<file path="config.mk">
export PLATFORM = sky130hd
export DESIGN_NAME = daylight_clock_dimmer
export DESIGN_NICKNAME = d
export VERILOG_FILES = /design/src/design/dcd_pkg.sv /design/src/design/dcd_clock.sv /design/src/design/dcd_divider.sv /design/src/design/daylight_clock_dimmer.sv
export SDC_FILE = /design/constraint.sdc
export NUM_CORES = 1
export LEC_CHECK = 0
export ABC_AREA = 1
export BUFFER_PORTS_ARGS = -buffer_cell sky130_fd_sc_hd__buf_2
export CAP_MARGIN = 20
export CORE_ASPECT_RATIO = 0.5
export CORE_MARGIN = 2
export CORE_UTILIZATION = 35
export CTS_CLUSTER_SIZE = 30
export DETAILED_ROUTE_END_ITERATION = 6
export SYNTH_ARGS = -nofsm -noshare
export SYNTH_HDL_FRONTEND = slang
export SYNTH_SLANG_ARGS = --single-unit
</file>
<file path="constraint.sdc">
create_clock -name clk -period 18.9 [get_ports clk]
set_input_delay 2.835 -clock clk [delete_from_list [all_inputs] [get_ports clk]]
set_output_delay 2.835 -clock clk [all_outputs]
set_load 0.005 [all_outputs]
</file>
<file path="src/design/dcd_pkg.sv">
// Shared types and constants for the daylight clock dimmer.
package dcd_pkg;

  localparam int TOD_W = 17;
  localparam int NUM_W = 25;
  localparam int Q_W   = 8;
  localparam int CNT_W = $clog2(Q_W);

  localparam logic [TOD_W-1:0] SEC_PER_HOUR = 17'd3600;
  localparam logic [TOD_W-1:0] SEC_PER_MIN  = 17'd60;
  localparam logic [NUM_W-1:0] DUTY_SLOPE   = 25'd253;

  localparam logic [5:0] SEC_LAST  = 6'd59;
  localparam logic [5:0] MIN_LAST  = 6'd59;
  localparam logic [4:0] HOUR_LAST = 5'd23;

  localparam logic [4:0] HOUR_RESET   = 5'd16;
  localparam logic [5:0] MINUTE_RESET = 6'd30;
  localparam logic [5:0] SECOND_RESET = 6'd0;

  localparam logic [TOD_W-1:0] SUNRISE_RESET = 17'd21600;
  localparam logic [TOD_W-1:0] DAY_RESET     = 17'd28800;
  localparam logic [TOD_W-1:0] SUNSET_RESET  = 17'd64800;
  localparam logic [TOD_W-1:0] NIGHT_RESET   = 17'd72000;

  localparam logic [1:0] REG_SUNRISE = 2'd0;
  localparam logic [1:0] REG_DAY     = 2'd1;
  localparam logic [1:0] REG_SUNSET  = 2'd2;
  localparam logic [1:0] REG_NIGHT   = 2'd3;

  localparam logic [1:0] PHASE_SUNRISE = 2'd0;
  localparam logic [1:0] PHASE_DAY     = 2'd1;
  localparam logic [1:0] PHASE_SUNSET  = 2'd2;
  localparam logic [1:0] PHASE_NIGHT   = 2'd3;

  localparam logic [Q_W-1:0] DUTY_MIN = 8'd1;
  localparam logic [Q_W-1:0] DUTY_MAX = 8'd254;
  localparam logic [Q_W-1:0] QUOT_MAX = 8'd253;

  typedef struct packed {
    logic [4:0] hour;
    logic [5:0] minute;
    logic [5:0] second;
  } dcd_time_t;

  typedef struct packed {
    logic             start;
    logic [NUM_W-1:0] num;
    logic [TOD_W-1:0] den;
  } dcd_div_req_t;

endpackage

</file>
<file path="src/design/dcd_clock.sv">
// Hour:minute:second counter with midnight rollover.
module dcd_clock
  import dcd_pkg::*;
(
  input  logic      clk,
  input  logic      rst,
  input  logic      tick,
  output dcd_time_t now
);

  dcd_time_t now_next;

  always_comb begin
    now_next = now;
    if (now.second == SEC_LAST) begin
      now_next.second = '0;
      if (now.minute == MIN_LAST) begin
        now_next.minute = '0;
        if (now.hour == HOUR_LAST) begin
          now_next.hour = '0;
        end else begin
          now_next.hour = now.hour + 5'd1;
        end
      end else begin
        now_next.minute = now.minute + 6'd1;
      end
    end else begin
      now_next.second = now.second + 6'd1;
    end
  end

  always_ff @(posedge clk) begin
    if (rst) begin
      now.hour   <= HOUR_RESET;
      now.minute <= MINUTE_RESET;
      now.second <= SECOND_RESET;
    end else if (tick) begin
      now <= now_next;
    end
  end

  a_time_range: assert property (@(posedge clk) disable iff (rst)
    now.second <= SEC_LAST && now.minute <= MIN_LAST && now.hour <= HOUR_LAST)
    else $error("clock left its valid range");

endmodule

</file>
<file path="src/design/dcd_divider.sv">
// Shared restoring divider, one quotient bit per cycle.
module dcd_divider
  import dcd_pkg::*;
(
  input  logic           clk,
  input  logic           rst,
  input  dcd_div_req_t   req,
  output logic           done,
  output logic [Q_W-1:0] quot
);

  logic [NUM_W-1:0] rem;
  logic [NUM_W-1:0] dsh;
  logic [CNT_W-1:0] cnt;
  logic             busy;
  logic             ge;

  assign ge = rem >= dsh;

  always_ff @(posedge clk) begin
    if (rst) begin
      busy <= 1'b0;
      done <= 1'b0;
    end else if (req.start) begin
      busy <= 1'b1;
      done <= 1'b0;
    end else begin
      done <= busy && (cnt == '0);
      if (busy && (cnt == '0)) begin
        busy <= 1'b0;
      end
    end
  end

  always_ff @(posedge clk) begin
    if (req.start) begin
      rem  <= req.num;
      dsh  <= NUM_W'({req.den, {(Q_W-1){1'b0}}});
      cnt  <= CNT_W'(Q_W - 1);
      quot <= '0;
    end else if (busy) begin
      if (ge) begin
        rem <= rem - dsh;
      end
      dsh  <= dsh >> 1;
      cnt  <= cnt - CNT_W'(1);
      quot <= {quot[Q_W-2:0], ge};
    end
  end

  a_done_after_busy: assert property (@(posedge clk) disable iff (rst)
    done |-> $past(busy))
    else $error("divider done without a running division");

  a_done_idle: assert property (@(posedge clk) disable iff (rst)
    done |-> !busy)
    else $error("divider done while still busy");

endmodule

</file>
<file path="src/design/daylight_clock_dimmer.sv">
// Top level: day clock, phase compare and lamp duty sequencer.
//
//   channel  | handshake                | payload
//   ---------+--------------------------+------------------------------------
//   tick     | tick_valid / tick_stall  | advance
//   result   | result_valid / result_stall | hour, minute, second, phase, duty
//   config   | cfg_we                   | cfg_index, cfg_data
//
// A transaction outside the ramps passes S_TOD, S_EVAL and S_DONE from accept
// to accept; on a ramp S_WAIT lies before S_DONE, held for the 8 steps of the shared divider.
// Reset clears the clock to 16:30:00 and loads the default boundaries.
// tick_stall is high while a transaction is in work or its result cannot
// be placed; result_stall holds the result register.
module daylight_clock_dimmer
  import dcd_pkg::*;
(
  input  logic             clk,
  input  logic             rst,
  input  logic             tick_valid,
  output logic             tick_stall,
  input  logic             advance,
  output logic             result_valid,
  input  logic             result_stall,
  output logic [4:0]       hour,
  output logic [5:0]       minute,
  output logic [5:0]       second,
  output logic [1:0]       phase,
  output logic [7:0]       duty,
  input  logic             cfg_we,
  input  logic [1:0]       cfg_index,
  input  logic [TOD_W-1:0] cfg_data
);

  typedef enum logic [2:0] {
    S_IDLE,
    S_TOD,
    S_EVAL,
    S_WAIT,
    S_DONE
  } state_t;

  state_t           state;
  dcd_time_t        now;
  logic             accept;
  logic [TOD_W-1:0] tod;
  logic [TOD_W-1:0] sunrise_start;
  logic [TOD_W-1:0] day_start;
  logic [TOD_W-1:0] sunset_start;
  logic [TOD_W-1:0] night_start;
  logic [1:0]       phase_sel;
  logic             ramp;
  logic [TOD_W-1:0] diff;
  logic [TOD_W-1:0] span;
  logic [1:0]       phase_hold;
  logic [Q_W-1:0]   duty_hold;
  dcd_div_req_t     div_req;
  logic             div_done;
  logic [Q_W-1:0]   div_quot;
  logic             out_free;

  assign tick_stall = (state != S_IDLE);
  assign accept     = tick_valid && !tick_stall;
  assign out_free   = !result_valid || !result_stall;

  dcd_clock u_clock (
    .clk  (clk),
    .rst  (rst),
    .tick (accept && advance),
    .now  (now)
  );

  always_ff @(posedge clk) begin
    if (rst) begin
      sunrise_start <= SUNRISE_RESET;
      day_start     <= DAY_RESET;
      sunset_start  <= SUNSET_RESET;
      night_start   <= NIGHT_RESET;
    end else if (cfg_we) begin
      case (cfg_index)
        REG_SUNRISE: sunrise_start <= cfg_data;
        REG_DAY:     day_start     <= cfg_data;
        REG_SUNSET:  sunset_start  <= cfg_data;
        REG_NIGHT:   night_start   <= cfg_data;
        default:     ;
      endcase
    end
  end

  always_comb begin
    phase_sel = PHASE_NIGHT;
    ramp      = 1'b0;
    diff      = '0;
    span      = '0;
    if (tod < sunrise_start) begin
      phase_sel = PHASE_NIGHT;
    end else if (tod < day_start) begin
      phase_sel = PHASE_SUNRISE;
      ramp      = 1'b1;
      diff      = tod - sunrise_start;
      span      = day_start - sunrise_start;
    end else if (tod < sunset_start) begin
      phase_sel = PHASE_DAY;
    end else if (tod < night_start) begin
      phase_sel = PHASE_SUNSET;
      ramp      = 1'b1;
      diff      = night_start - tod;
      span      = night_start - sunset_start;
    end
  end

  assign div_req.start = (state == S_EVAL) && ramp;
  assign div_req.num   = NUM_W'(diff) * DUTY_SLOPE;
  assign div_req.den   = span;

  dcd_divider u_divider (
    .clk  (clk),
    .rst  (rst),
    .req  (div_req),
    .done (div_done),
    .quot (div_quot)
  );

  always_ff @(posedge clk) begin
    if (rst) begin
      state        <= S_IDLE;
      result_valid <= 1'b0;
    end else begin
      if ((state == S_DONE) && out_free) begin
        result_valid <= 1'b1;
      end else if (result_valid && !result_stall) begin
        result_valid <= 1'b0;
      end
      case (state)
        S_IDLE: begin
          if (accept) begin
            state <= S_TOD;
          end
        end
        S_TOD: begin
          tod   <= TOD_W'(now.hour) * SEC_PER_HOUR + TOD_W'(now.minute) * SEC_PER_MIN
                   + TOD_W'(now.second);
          state <= S_EVAL;
        end
        S_EVAL: begin
          phase_hold <= phase_sel;
          if (ramp) begin
            state <= S_WAIT;
          end else begin
            duty_hold <= (phase_sel == PHASE_DAY) ? DUTY_MAX : DUTY_MIN;
            state     <= S_DONE;
          end
        end
        S_WAIT: begin
          if (div_done) begin
            duty_hold <= div_quot + DUTY_MIN;
            state     <= S_DONE;
          end
        end
        S_DONE: begin
          if (out_free) begin
            hour   <= now.hour;
            minute <= now.minute;
            second <= now.second;
            phase  <= phase_hold;
            duty   <= duty_hold;
            state  <= S_IDLE;
          end
        end
        default: state <= S_IDLE;
      endcase
    end
  end

  a_div_in_wait: assert property (@(posedge clk) disable iff (rst)
    div_done |-> state == S_WAIT)
    else $error("divider finished outside the wait state");

  a_quot_range: assert property (@(posedge clk) disable iff (rst)
    div_done |-> div_quot <= QUOT_MAX)
    else $error("ramp quotient out of range");

  a_day_duty: assert property (@(posedge clk) disable iff (rst)
    result_valid && phase == PHASE_DAY |-> duty == DUTY_MAX)
    else $error("day phase without full duty");

  a_night_duty: assert property (@(posedge clk) disable iff (rst)
    result_valid && phase == PHASE_NIGHT |-> duty == DUTY_MIN)
    else $error("night phase without minimum duty");

endmodule

</file>
Word-level counts from Yosys, hierarchy flattened --
Cells that the tools add are included.
Cells by class: reductions and logical operators 32, add/sub/neg operators 12, $lt $le $gt $ge 5, mux-type cells 37, bitwise gates (word level) 1, eq/ne operators 15, shifts and indexed selects 0, multipliers 3, div/mod/pow operators 0
Operators with widths (number):
- $mux 17 | 8
- $mux 25 | 3
- $lt 17x17->1 | 4
- $sub 17x17->17 | 4
- $mux 24 | 2
- $ge 25x24->1 | 1
- $mul 17x8->25 const B | 1
- $sub 25x24->25 | 1
- $mux 8 | 3
- $add 17x12->17 | 1
- $add 17x6->17 | 1
- $pmux 8 s2 | 1
- $reduce_and 2->1 | 8
- $pmux 3 s5 | 1
- $mul 5x8->13 const B | 1
- $add 6x1->6 const B | 2
- $eq 6x6->1 const B | 2
- $mux 3 | 4
- $mux 6 | 2
- $mul 6x4->10 const B | 1
- $reduce_bool 2->1 | 5
- $mux 1 | 9
- $reduce_and 3->1 | 3
- $add 8x1->8 const B | 1
- 21 further kinds | 36
Word-level totals: bits in latches 0, output and inout bits 29, memories 0, flip-flop bits (word level) 205, ROM bits 0, bits of input ports 25, RAM bits 0

Longest topological paths before layout --
Gate-level depths: netlist of run 1.
depth in word-level cells 9, depth in mapped cells 38, depth with buffers taken out 37

Cells and area by module --
A second synthesis of run 1 with hierarchy kept.
Unflattened totals: cell total of the unflattened synthesis 2576, area, all modules 19079.5 µm²
By module, submodules not included:
- daylight_clock_dimmer | area each 13770.7 µm², cells each 1797, times used 1
- dcd_divider | area each 4381.7 µm², cells each 645, times used 1
- dcd_clock | area each 927.1 µm², cells each 134, times used 1

Worst setup path after synthesis of run 1 --
OpenSTA, ideal clock, no wires.
path type reg-to-reg, start point reg tod[1], end point reg u_divider.rem[16] (data pin), data required time 18642 ps, slack 12624 ps, arrival time 6017 ps, clock period less this slack 6276 ps, cell stages (with the launch flop) 29, cell sequence edfxtp_1 inv_1 ha_1 nand2_1 nor2_1 nand3_1 nand3_2 nand2_1 nand2_2 nand3_4 nand2_4 buf_6 nand2_2 buf_6 a211oi_1 fa_1 fa_1 fa_1 inv_1 fa_1 inv_1 ha_1 a21oi_1 o21ai_0 a21oi_1 o21ai_0 a21oi_1 xor2_1 o21ai_1
On the way: longest elaborated chain between the ends 7
Ends and longest elaborated chain:
- from (decl) | line daylight_clock_dimmer.sv:45 | logic [TOD_W-1:0] tod;
- from (signal assigned) | line daylight_clock_dimmer.sv:140 | tod <= TOD_W'(now.hour) * SEC_PER_HOUR + TOD_W'(now.minute) * SEC_PER_MIN
- $sub 17x17->17 or $lt 17x17->1 (tied branches) | line daylight_clock_dimmer.sv:106, daylight_clock_dimmer.sv:103
- $mux 17 or $mux 1 (tied branches) | line daylight_clock_dimmer.sv:103 | end else if (tod < night_start) begin
- $mux 17 or $mux 1 (tied branches) | line daylight_clock_dimmer.sv:101 | end else if (tod < sunset_start) begin
- $mux 17 or $mux 1 (tied branches) | line daylight_clock_dimmer.sv:96 | end else if (tod < day_start) begin
- $mux 17 or $mux 1 (tied branches) | line daylight_clock_dimmer.sv:94 | if (tod < sunrise_start) begin
- $mul 17x8->25 or $logic_and 1x1->1 (tied branches) | line daylight_clock_dimmer.sv:112, daylight_clock_dimmer.sv:111
- $mux 25 (*) | line dcd_divider.sv:36 | if (req.start) begin
- to (signal assigned) | line dcd_divider.sv:37 | rem <= req.num;
- to (signal assigned) | line dcd_divider.sv:43 | rem <= rem - dsh;
- to (decl) | line dcd_divider.sv:12 | logic [NUM_W-1:0] rem;
Every way passes the cells marked *; elsewhere a longest branch is shown, timed or not. A chain may end at the register's enable or synchronous reset.

Final worst setup path of run 1 --
start point reg tod[16], end point reg u_divider.rem[16] (data pin)
The elaborated chain is that of the path after synthesis.

==> results of run 1 <==
[through the flow]
| stage | std cells | util [%] | instance area [µm²] |
|---|---|---|---|
| final | 3135 | 38.90 | 20160 |
| after detailed placement | 3092 | 37.31 | 19330 |
| after global routing | 3135 | 38.90 | 20160 |
| after CTS | 3135 | 38.90 | 20160 |
| after global placement | 3091 | 37.25 | 19310 |
| after floorplan | 2368 | - | 18300 |
[path summary, 6_finish.rpt]
path | start | end | slack, ns | cells after the start
max | tod[16] | u_divider.rem[16] | 10.87 | 26
max reg2reg | tod[16] | u_divider.rem[16] | 10.87 | 26
min reg2reg | duty_hold[4] | duty[4] | 0.42 | 0
min | duty_hold[4] | duty[4] | 0.42 | 0
[synthesized netlist by cell type (3+ instances only)]
library cell and n:
xor2_1 58, inv_2 3, nand3b_1 4, nand3_1 104, o21ai_0 179, o21ai_1 7, a21o_1 19, nor3_1 27
o31ai_1 4, nor4_1 6, xnor2_1 48, inv_1 388, fa_1 76, dfxtp_1 109, o21bai_1 18, nand2_1 440
clkbuf_1 21, o22ai_1 8, nor2_2 3, edfxtp_1 96, a211oi_1 10, ha_1 237, a21oi_1 204, nor2_1 192
a31oi_1 11, nand2_2 4, buf_6 4, or2_2 3, buf_2 12, o21a_1 5, o211ai_1 19, nand4_1 24
[cell type report]
type                    instances  area (µm²)  area share (%)
clock buffers                  32       671.9           3.333
clock inverters                11       153.9          0.7634
inverters                     393        1475           7.318
multi-input cells            1732       11570           57.40
flip-flops and latches        205        5065           25.12
well taps                     701       877.1           4.351
repair buffers                 61       345.3           1.713
[state kept, by name, indices dropped and copies added, names as in the netlist, 3 cells and up]
register / flops
u_divider.quot: 8
sunrise_start: 17
tod: 17
minute: 6
sunset_start: 17
u_divider.rem: 25
duty: 8
state: 3
hour: 5
u_clock.now: 17
duty_hold: 8
day_start: 17
u_divider.dsh: 24
night_start: 17
second: 6
u_divider.cnt: 3
[worst max-delay path: cells and delay by family (launching register included)]
| family | cells | cell delay (ns) |
|---|---|---|
| compound gates | 7 | 1.50 |
| xor+xnor | 1 | 0.31 |
| fa+ha+maj | 6 | 2.85 |
| buf+inv | 5 | 1.31 |
| flops | 1 | 0.44 |
| simple gates | 7 | 1.28 |
[metal layers]
metal  up-vias  GRT usage (%)  share of wire, %
met4         0          4.507               2.3
met5         -              0                 0
li1       7945              -                 -
met3        71          2.360               4.7
met1      7317          25.96                48
met2       319          31.02                45
[power by group through the flow]
stage / registers, mW / clock network (mW) / logic (mW)
after floorplan: 0.569 / 0 / 1.66
after global placement: 0.578 / 0 / 2.26
after detailed placement: 0.580 / 0 / 2.24
after CTS: 0.571 / 0.508 / 2.26
after global routing: 0.576 / 0.526 / 2.57
final: 0.571 / 0.497 / 2.25
[kinds of logic (layout without fill, tap and decap cells)]
| family | count (synthesis) | in the layout | share of synthesized area [%] |
|---|---|---|---|
| flip-flops | 205 | 205 | 27.68 |
| XOR/XNOR | 106 | 106 | 5.075 |
| AND/OR/NAND/NOR | 819 | 819 | 18.77 |
| AO/OA/AOI/OAI | 494 | 494 | 14.85 |
| adder cells (fa/ha/maj) | 313 | 313 | 24.52 |
| buffers and inverters | 431 | 497 | 9.096 |
==> run_results.csv, run 1 <==
group,metric,value,unit
synth,synth_largest_area_cell,"ha_1",
cts,cts-htree-levels,1,
worst_setup_path,cp_max_fo,35,
power,power_density,164.7,nW/µm²
detailed_routing,postRouteAntennaNets,0,
synth,synth-seq-cells,205,
floorplan,design.core.area,51820,µm²
cts,clk_latency,0.57,ns
finish,fillers,5364,
global_route,gr-total-overflow,0,
synth,synth_flop_cell,"dfxtp_1",
power,p_int,1.607,mW
placed_design,pre_cts_ws,10.92,ns
synth,synthTopCellsByArea,"ha_1 16%, edfxtp_1 16%, dfxtp_1 12%",
synth,syn_area,18300,µm²
power,p_total,3.321,mW
synth,synth-edff-count,96,
cts,cts-resized-gates,0,
finish,final_common_cell,"nand2_1",
power,p_sw_share,51.61,%
worst_setup_path,cp-start-kind,"flop",
run,drv_cap,0,
timing,setup-violations-final,0,
timing,fin_tns_setup,0,ns
floorplan,placementRows,59,
timing,holdWs,0.4207,ns
synth,netlist.area_leader.share,16.21,%
timing,slew_headroom,31.63,%
global_route,grt_pass1_vias,15348,
cts,hold_buffers,0,
worst_setup_path,slowest_delay,0.76,ns
worst_setup_path,cp.arrival,8.30,ns
synth,async_flop_share,0,%
synth,ys_types,48,
finish,final_cell_mix,"440 x nand2_1, 387 x inv_1, 237 x ha_1",
global_route,grt_antenna_before_repair,0,
placed_design,hpwlAfterDp,41440,µm
cts,cts_buffers,24,
timing,final.period_utilization,42.47,%
power,clkPwrFrac,15.0,%
floorplan,die_area,54230,µm²
hold_path,holdCritPathClass,"flop to flop",
detailed_routing,drt_iter0_drc,1040,
worst_setup_path,required,19.17,ns
detailed_routing,vias,15652,
cts,cts_tree,"done",
power,pwr-share-comb,67.9,%
power,leakagePower,9.647,nW
timing,fmax,124.6,MHz
synth,yosysWarnings,0,
finish,n_antenna_cell,0,
timing,rsz0062_at_grt,"no",
global_route,grt_max_degree,77,
cts,cts_max_path_buffers,3,
worst_setup_path,crit_top_cell,"fa_1",
placed_design,port_buffers,53,
cts,cts_setup_buffers,0,
timing,slew_viol_final,0,
worst_setup_path,cp_slowest_cell,"clkinv_1",
floorplan,ios,54,
worst_setup_path,end_kind,"flop",
cts,numClockSinks,205,
detailed_routing,drc_errors,0,
detailed_routing,dr.pass1.iters,5,
cts,clkTransAtPathRegs,0.07,ns
power,netSwitchingPower,1.714,mW
timing,skew,0.04457,ns
synth,synth_area_per_cell,7.726,µm²
finish,layout-drive-gt1-share,4.971,%
floorplan,die_h,165.7,µm
power,peakVddDrop,157.8,µV
timing,finalHoldViolations,0,
synth,ys_seq_area_share,27.68,%
detailed_routing,wl,50770,µm
detailed_routing,avgRoutedWirePerCell,16.19,µm
placed_design,place_congestion,0.9313,
timing,finalWorstSetupSlack,10.87,ns
cts,root_buffer,"clkbuf_16",
global_route,gr-usage-all-layers,18.74,%
timing,worstMarginPinSlew,1.019,ns
synth,syn-instance-count,2368,
floorplan,start_util,35.30,%
power,sequentialPowerShare,17.2,%
timing,finalCriticalPeriod,8.026,ns
finish,area_delta_synth_final,10.19,%
global_route,grt_pass1_wl,81930,µm
floorplan,die_x,327.3,µm
run_status,status,"finished, final reports clean",
detailed_routing,viasPerCell,4.993,
worst_setup_path,crit_type,"flop to flop",
finish,final_nets,2755,
synth,synth_fp_nets,2706,
Note: power is estimated with default switching activity, not from simulation.
==> run 2, diff against run 1 <==
Settings changed: ABC_AREA 1 to 0.
Clock period 18.9 ns to 6.48 ns, I/O delays scaled along.
==> run 2 against run 1 <==
  * The run now ends with negative setup slack left
  * Sequential share of layout area shrank 2.2 points
  * Clock power grew to 2.7 times the previous value
  * Clock-buffer cell count shrank 2
  * Via count shrank 6.9%
  * Critical endpoint is now u_divider.rem[21]
  * Largest power group unchanged
==> run_results.csv, run 2 <==
group,metric,value,unit
finish,area_delta_synth_final,26.38,%
finish,seqCellArea,5065,µm²
synth,synth_area_per_cell,8.917,µm²
worst_setup_path,end_kind,"flop",
finish,final_cells,2939,
timing,fin_tns_setup,-1.206,ns
global_route,grt_pass1_vias,14630,
global_route,grt_antenna_before_repair,0,
detailed_routing,drt_iter0_drc,788,
synth,ys_types,79,
worst_setup_path,crit_top_cell,"buf_4",
timing,finalWorstSetupSlack,-0.2590,ns
detailed_routing,dr.pass1.iters,6,
floorplan,die_area,51900,µm²
worst_setup_path,cp_max_fo,7,
global_route,gr-usage-all-layers,17.86,%
hold_path,hold_path_end,"duty[3]",
detailed_routing,wl,46640,µm
timing,final.period_utilization,104.0,%
finish,reg_top3,"u_divider.rem: 25 flops, u_divider.dsh: 24 flops",
synth,ys_top_cells_by_count,"250 x inv_1, 237 x ha_1, 209 x nand2_1",
hold_path,holdCritPathClass,"flop to flop",
finish,n_antenna_cell,0,
worst_setup_path,rr_endpoint,"u_divider.rem[21]",
synth,syn_area,17500,µm²
synth,synth-edff-count,96,
worst_setup_path,cp_slowest_cell,"fa_1",
floorplan,placementRows,57,
timing,rsz0062_at_grt,"yes",
worst_setup_path,required,6.75,ns
hold_path,min-delay-start,"duty_hold[3]",
cts,cts-htree-levels,1,
cts,cts_buffers,23,
worst_setup_path,cp-start-kind,"flop",
cts,cts_tree,"done",
worst_setup_path,r2r_cells,30,
synth,synth-seq-cells,205,
cts,clk_latency,0.54,ns
synth,yosysMostFrequentCell,"inv_1",
synth,synth_largest_area_cell,"ha_1",
global_route,gr-total-overflow,0,
worst_setup_path,cp.arrival,7.01,ns
placed_design,numPlacedInstances,2847,
finish,final_nets,2611,
detailed_routing,vias,14565,
synth,async_flop_share,0,%
timing,setup-violations-final,9,
cts,root_buffer,"clkbuf_16",
floorplan,die_x,320.2,µm
global_route,grt_max_degree,92,
cts,clkTransAtPathRegs,0.07,ns
detailed_routing,viasPerCell,4.956,
power,peakVddDrop,177.8,µV
worst_setup_path,rr_startpoint,"tod[8]",
global_route,grt_pass1_wl,75490,µm
run,drv_cap,0,
finish,final_cell_mix,"267 x buf_4, 235 x inv_1, 214 x ha_1",
floorplan,ios,54,
synth,yosysWarnings,0,
finish,layout-drive-gt1-share,22.88,%
timing,slew_headroom,27.05,%
finish,fillers,4731,
timing,fmax,148.4,MHz
placed_design,place_congestion,0.9311,
finish,multi_input_area,12080,µm²
placed_design,hpwlAfterDp,36290,µm
timing,skew,0.01528,ns
finish,fin_area,22110,µm²
finish,largest_register_ffs,25,
worst_setup_path,slowest_delay,0.57,ns
synth,synth_flop_cell,"dfxtp_1",
detailed_routing,postRouteAntennaNets,0,
synth,netlist.area_leader.share,16.95,%
power,p_total,5.020,mW
cts,hold_buffers,0,
timing,slew_viol_final,0,
power,power_density,227.0,nW/µm²
worst_setup_path,crit_type,"flop to flop",
finish,final_common_cell,"buf_4",
power,leakagePower,9.902,nW
synth,synthTopCellsByArea,"ha_1 17%, edfxtp_1 16%, dfxtp_1 12%",
hold_path,hold_path_depth,0,
placed_design,placedInstanceArea,20390,µm²
cts,numClockSinks,205,
timing,finalCriticalPeriod,6.739,ns
run_status,violations,"negative setup slack",
timing,worstMarginPinSlew,1.092,ns
synth,ys_seq_area_share,28.95,%
detailed_routing,avgRoutedWirePerCell,15.87,µm
placed_design,port_buffers,53,
worst_setup_path,r2r_setup_slack,-0.26,ns
detailed_routing,drc_errors,0,
timing,finalHoldViolations,0,
run_status,status,"complete, but fails checks",
floorplan,design.core.area,48920,µm²
floorplan,start_util,35.76,%
synth,synth_fp_nets,2300,
cts,cts_max_path_buffers,3,
finish,regMostFlops,"u_divider.rem",
synth,syn-instance-count,1962,
floorplan,die_h,162.1,µm
## run 2: cell count changes in the layout (fill, tap and decap cells not counted), sizes merged, moves of 16 or more
cell | before | now
xnor2 | 48 | 78
mux2i | 0 | 25
a21oi | 205 | 172
buf | 61 | 335
nor2 | 195 | 132
a21o | 19 | 43
nand3 | 108 | 42
o21ai | 186 | 97
nand2b | 0 | 21
a211o | 0 | 16
nand2 | 446 | 209
inv | 392 | 253
## run 2: cell families (layout without fill, tap and decap cells)
kind of cell / Yosys count / after routing / share of synthesized area (%)
AO/OA/AOI/OAI: 460 / 460 / 16.79
XOR/XNOR: 123 / 123 / 6.158
adder cells (fa/ha/maj): 313 / 313 / 25.65
buffers and inverters: 300 / 627 / 6.744
flip-flops: 205 / 205 / 28.95
multiplexers: 29 / 29 / 1.688
AND/OR/NAND/NOR: 532 / 533 / 14.02
## run 2: critical path, delay by kind of cell, from the launching register on
kind,cells,cell delay [ns]
AO/OA/AOI/OAI,10,2.01
adder cells (fa/ha/maj),6,2.47
flip-flops,1,0.48
XOR/XNOR,1,0.05
buffers and inverters,10,1.19
AND/OR/NAND/NOR,3,0.28
## run 2: final cells by class
type | count | area share, %
Clock buffer | 30 | 2.914
Clock inverter | 12 | 0.4527
Inverter | 250 | 4.255
Multi-Input combinational cell | 1458 | 54.61
Sequential cell | 205 | 22.91
Tap cell | 649 | 3.672
Timing Repair Buffer | 335 | 11.19
## run 2: report_power, final
| group | total (mW) | switching, mW | internal, mW |
|---|---|---|---|
| combinational | 2.24 | 1.16 | 1.09 |
| clock | 1.32 | 0.573 | 0.748 |
| sequential | 1.46 | 0.0414 | 1.42 |
| total | 5.02 | 1.77 | 3.25 |
## run 2: worst max-delay path by stage
stage                       start           endpoint  slack, ns  cells past startpoint
after global routing       tod[1]  u_divider.rem[23]      -0.58                     27
after CTS                  tod[1]  u_divider.rem[21]      -0.24                     27
after detailed placement  tod[11]  u_divider.rem[24]      -0.53                     27
after global placement    tod[10]  u_divider.rem[23]      -0.36                     26
final                      tod[8]  u_divider.rem[21]      -0.26                     30
after floorplan            tod[1]  u_divider.rem[23]      -0.23                     27
## run 2: per-stage QoR
stage / setup WS, ns / hold WS [ns] / utilization [%]
final: -0.2590 / 0.4180 / 45.19
after global placement: -0.3579 / 0.4006 / 41.68
after CTS: -0.2398 / 0.4190 / 44.23
after detailed placement: -0.5314 / 0.4045 / 41.68
after floorplan: -0.2349 / 0.4003 / -
after global routing: -0.5775 / 0.4230 / 45.19
## run 2: repair_timing
item / CTS / global route
cloned: 1 / 0
endpoints found under the setup margin: 13 / 14
resized for setup: 71 / 60
endpoints found under the hold margin: 0 / 0
pin swaps: 76 / 39
buffers inserted: 31 / 19
## run 2: metal layers
layer	up-vias	part of all wire, %	track usage, %
li1	7389	-	-
met1	6882	49	24.88
met2	240	45	29.58
met3	54	3.9	2.257
met4	0	2.2	4.140
met5	-	0	0
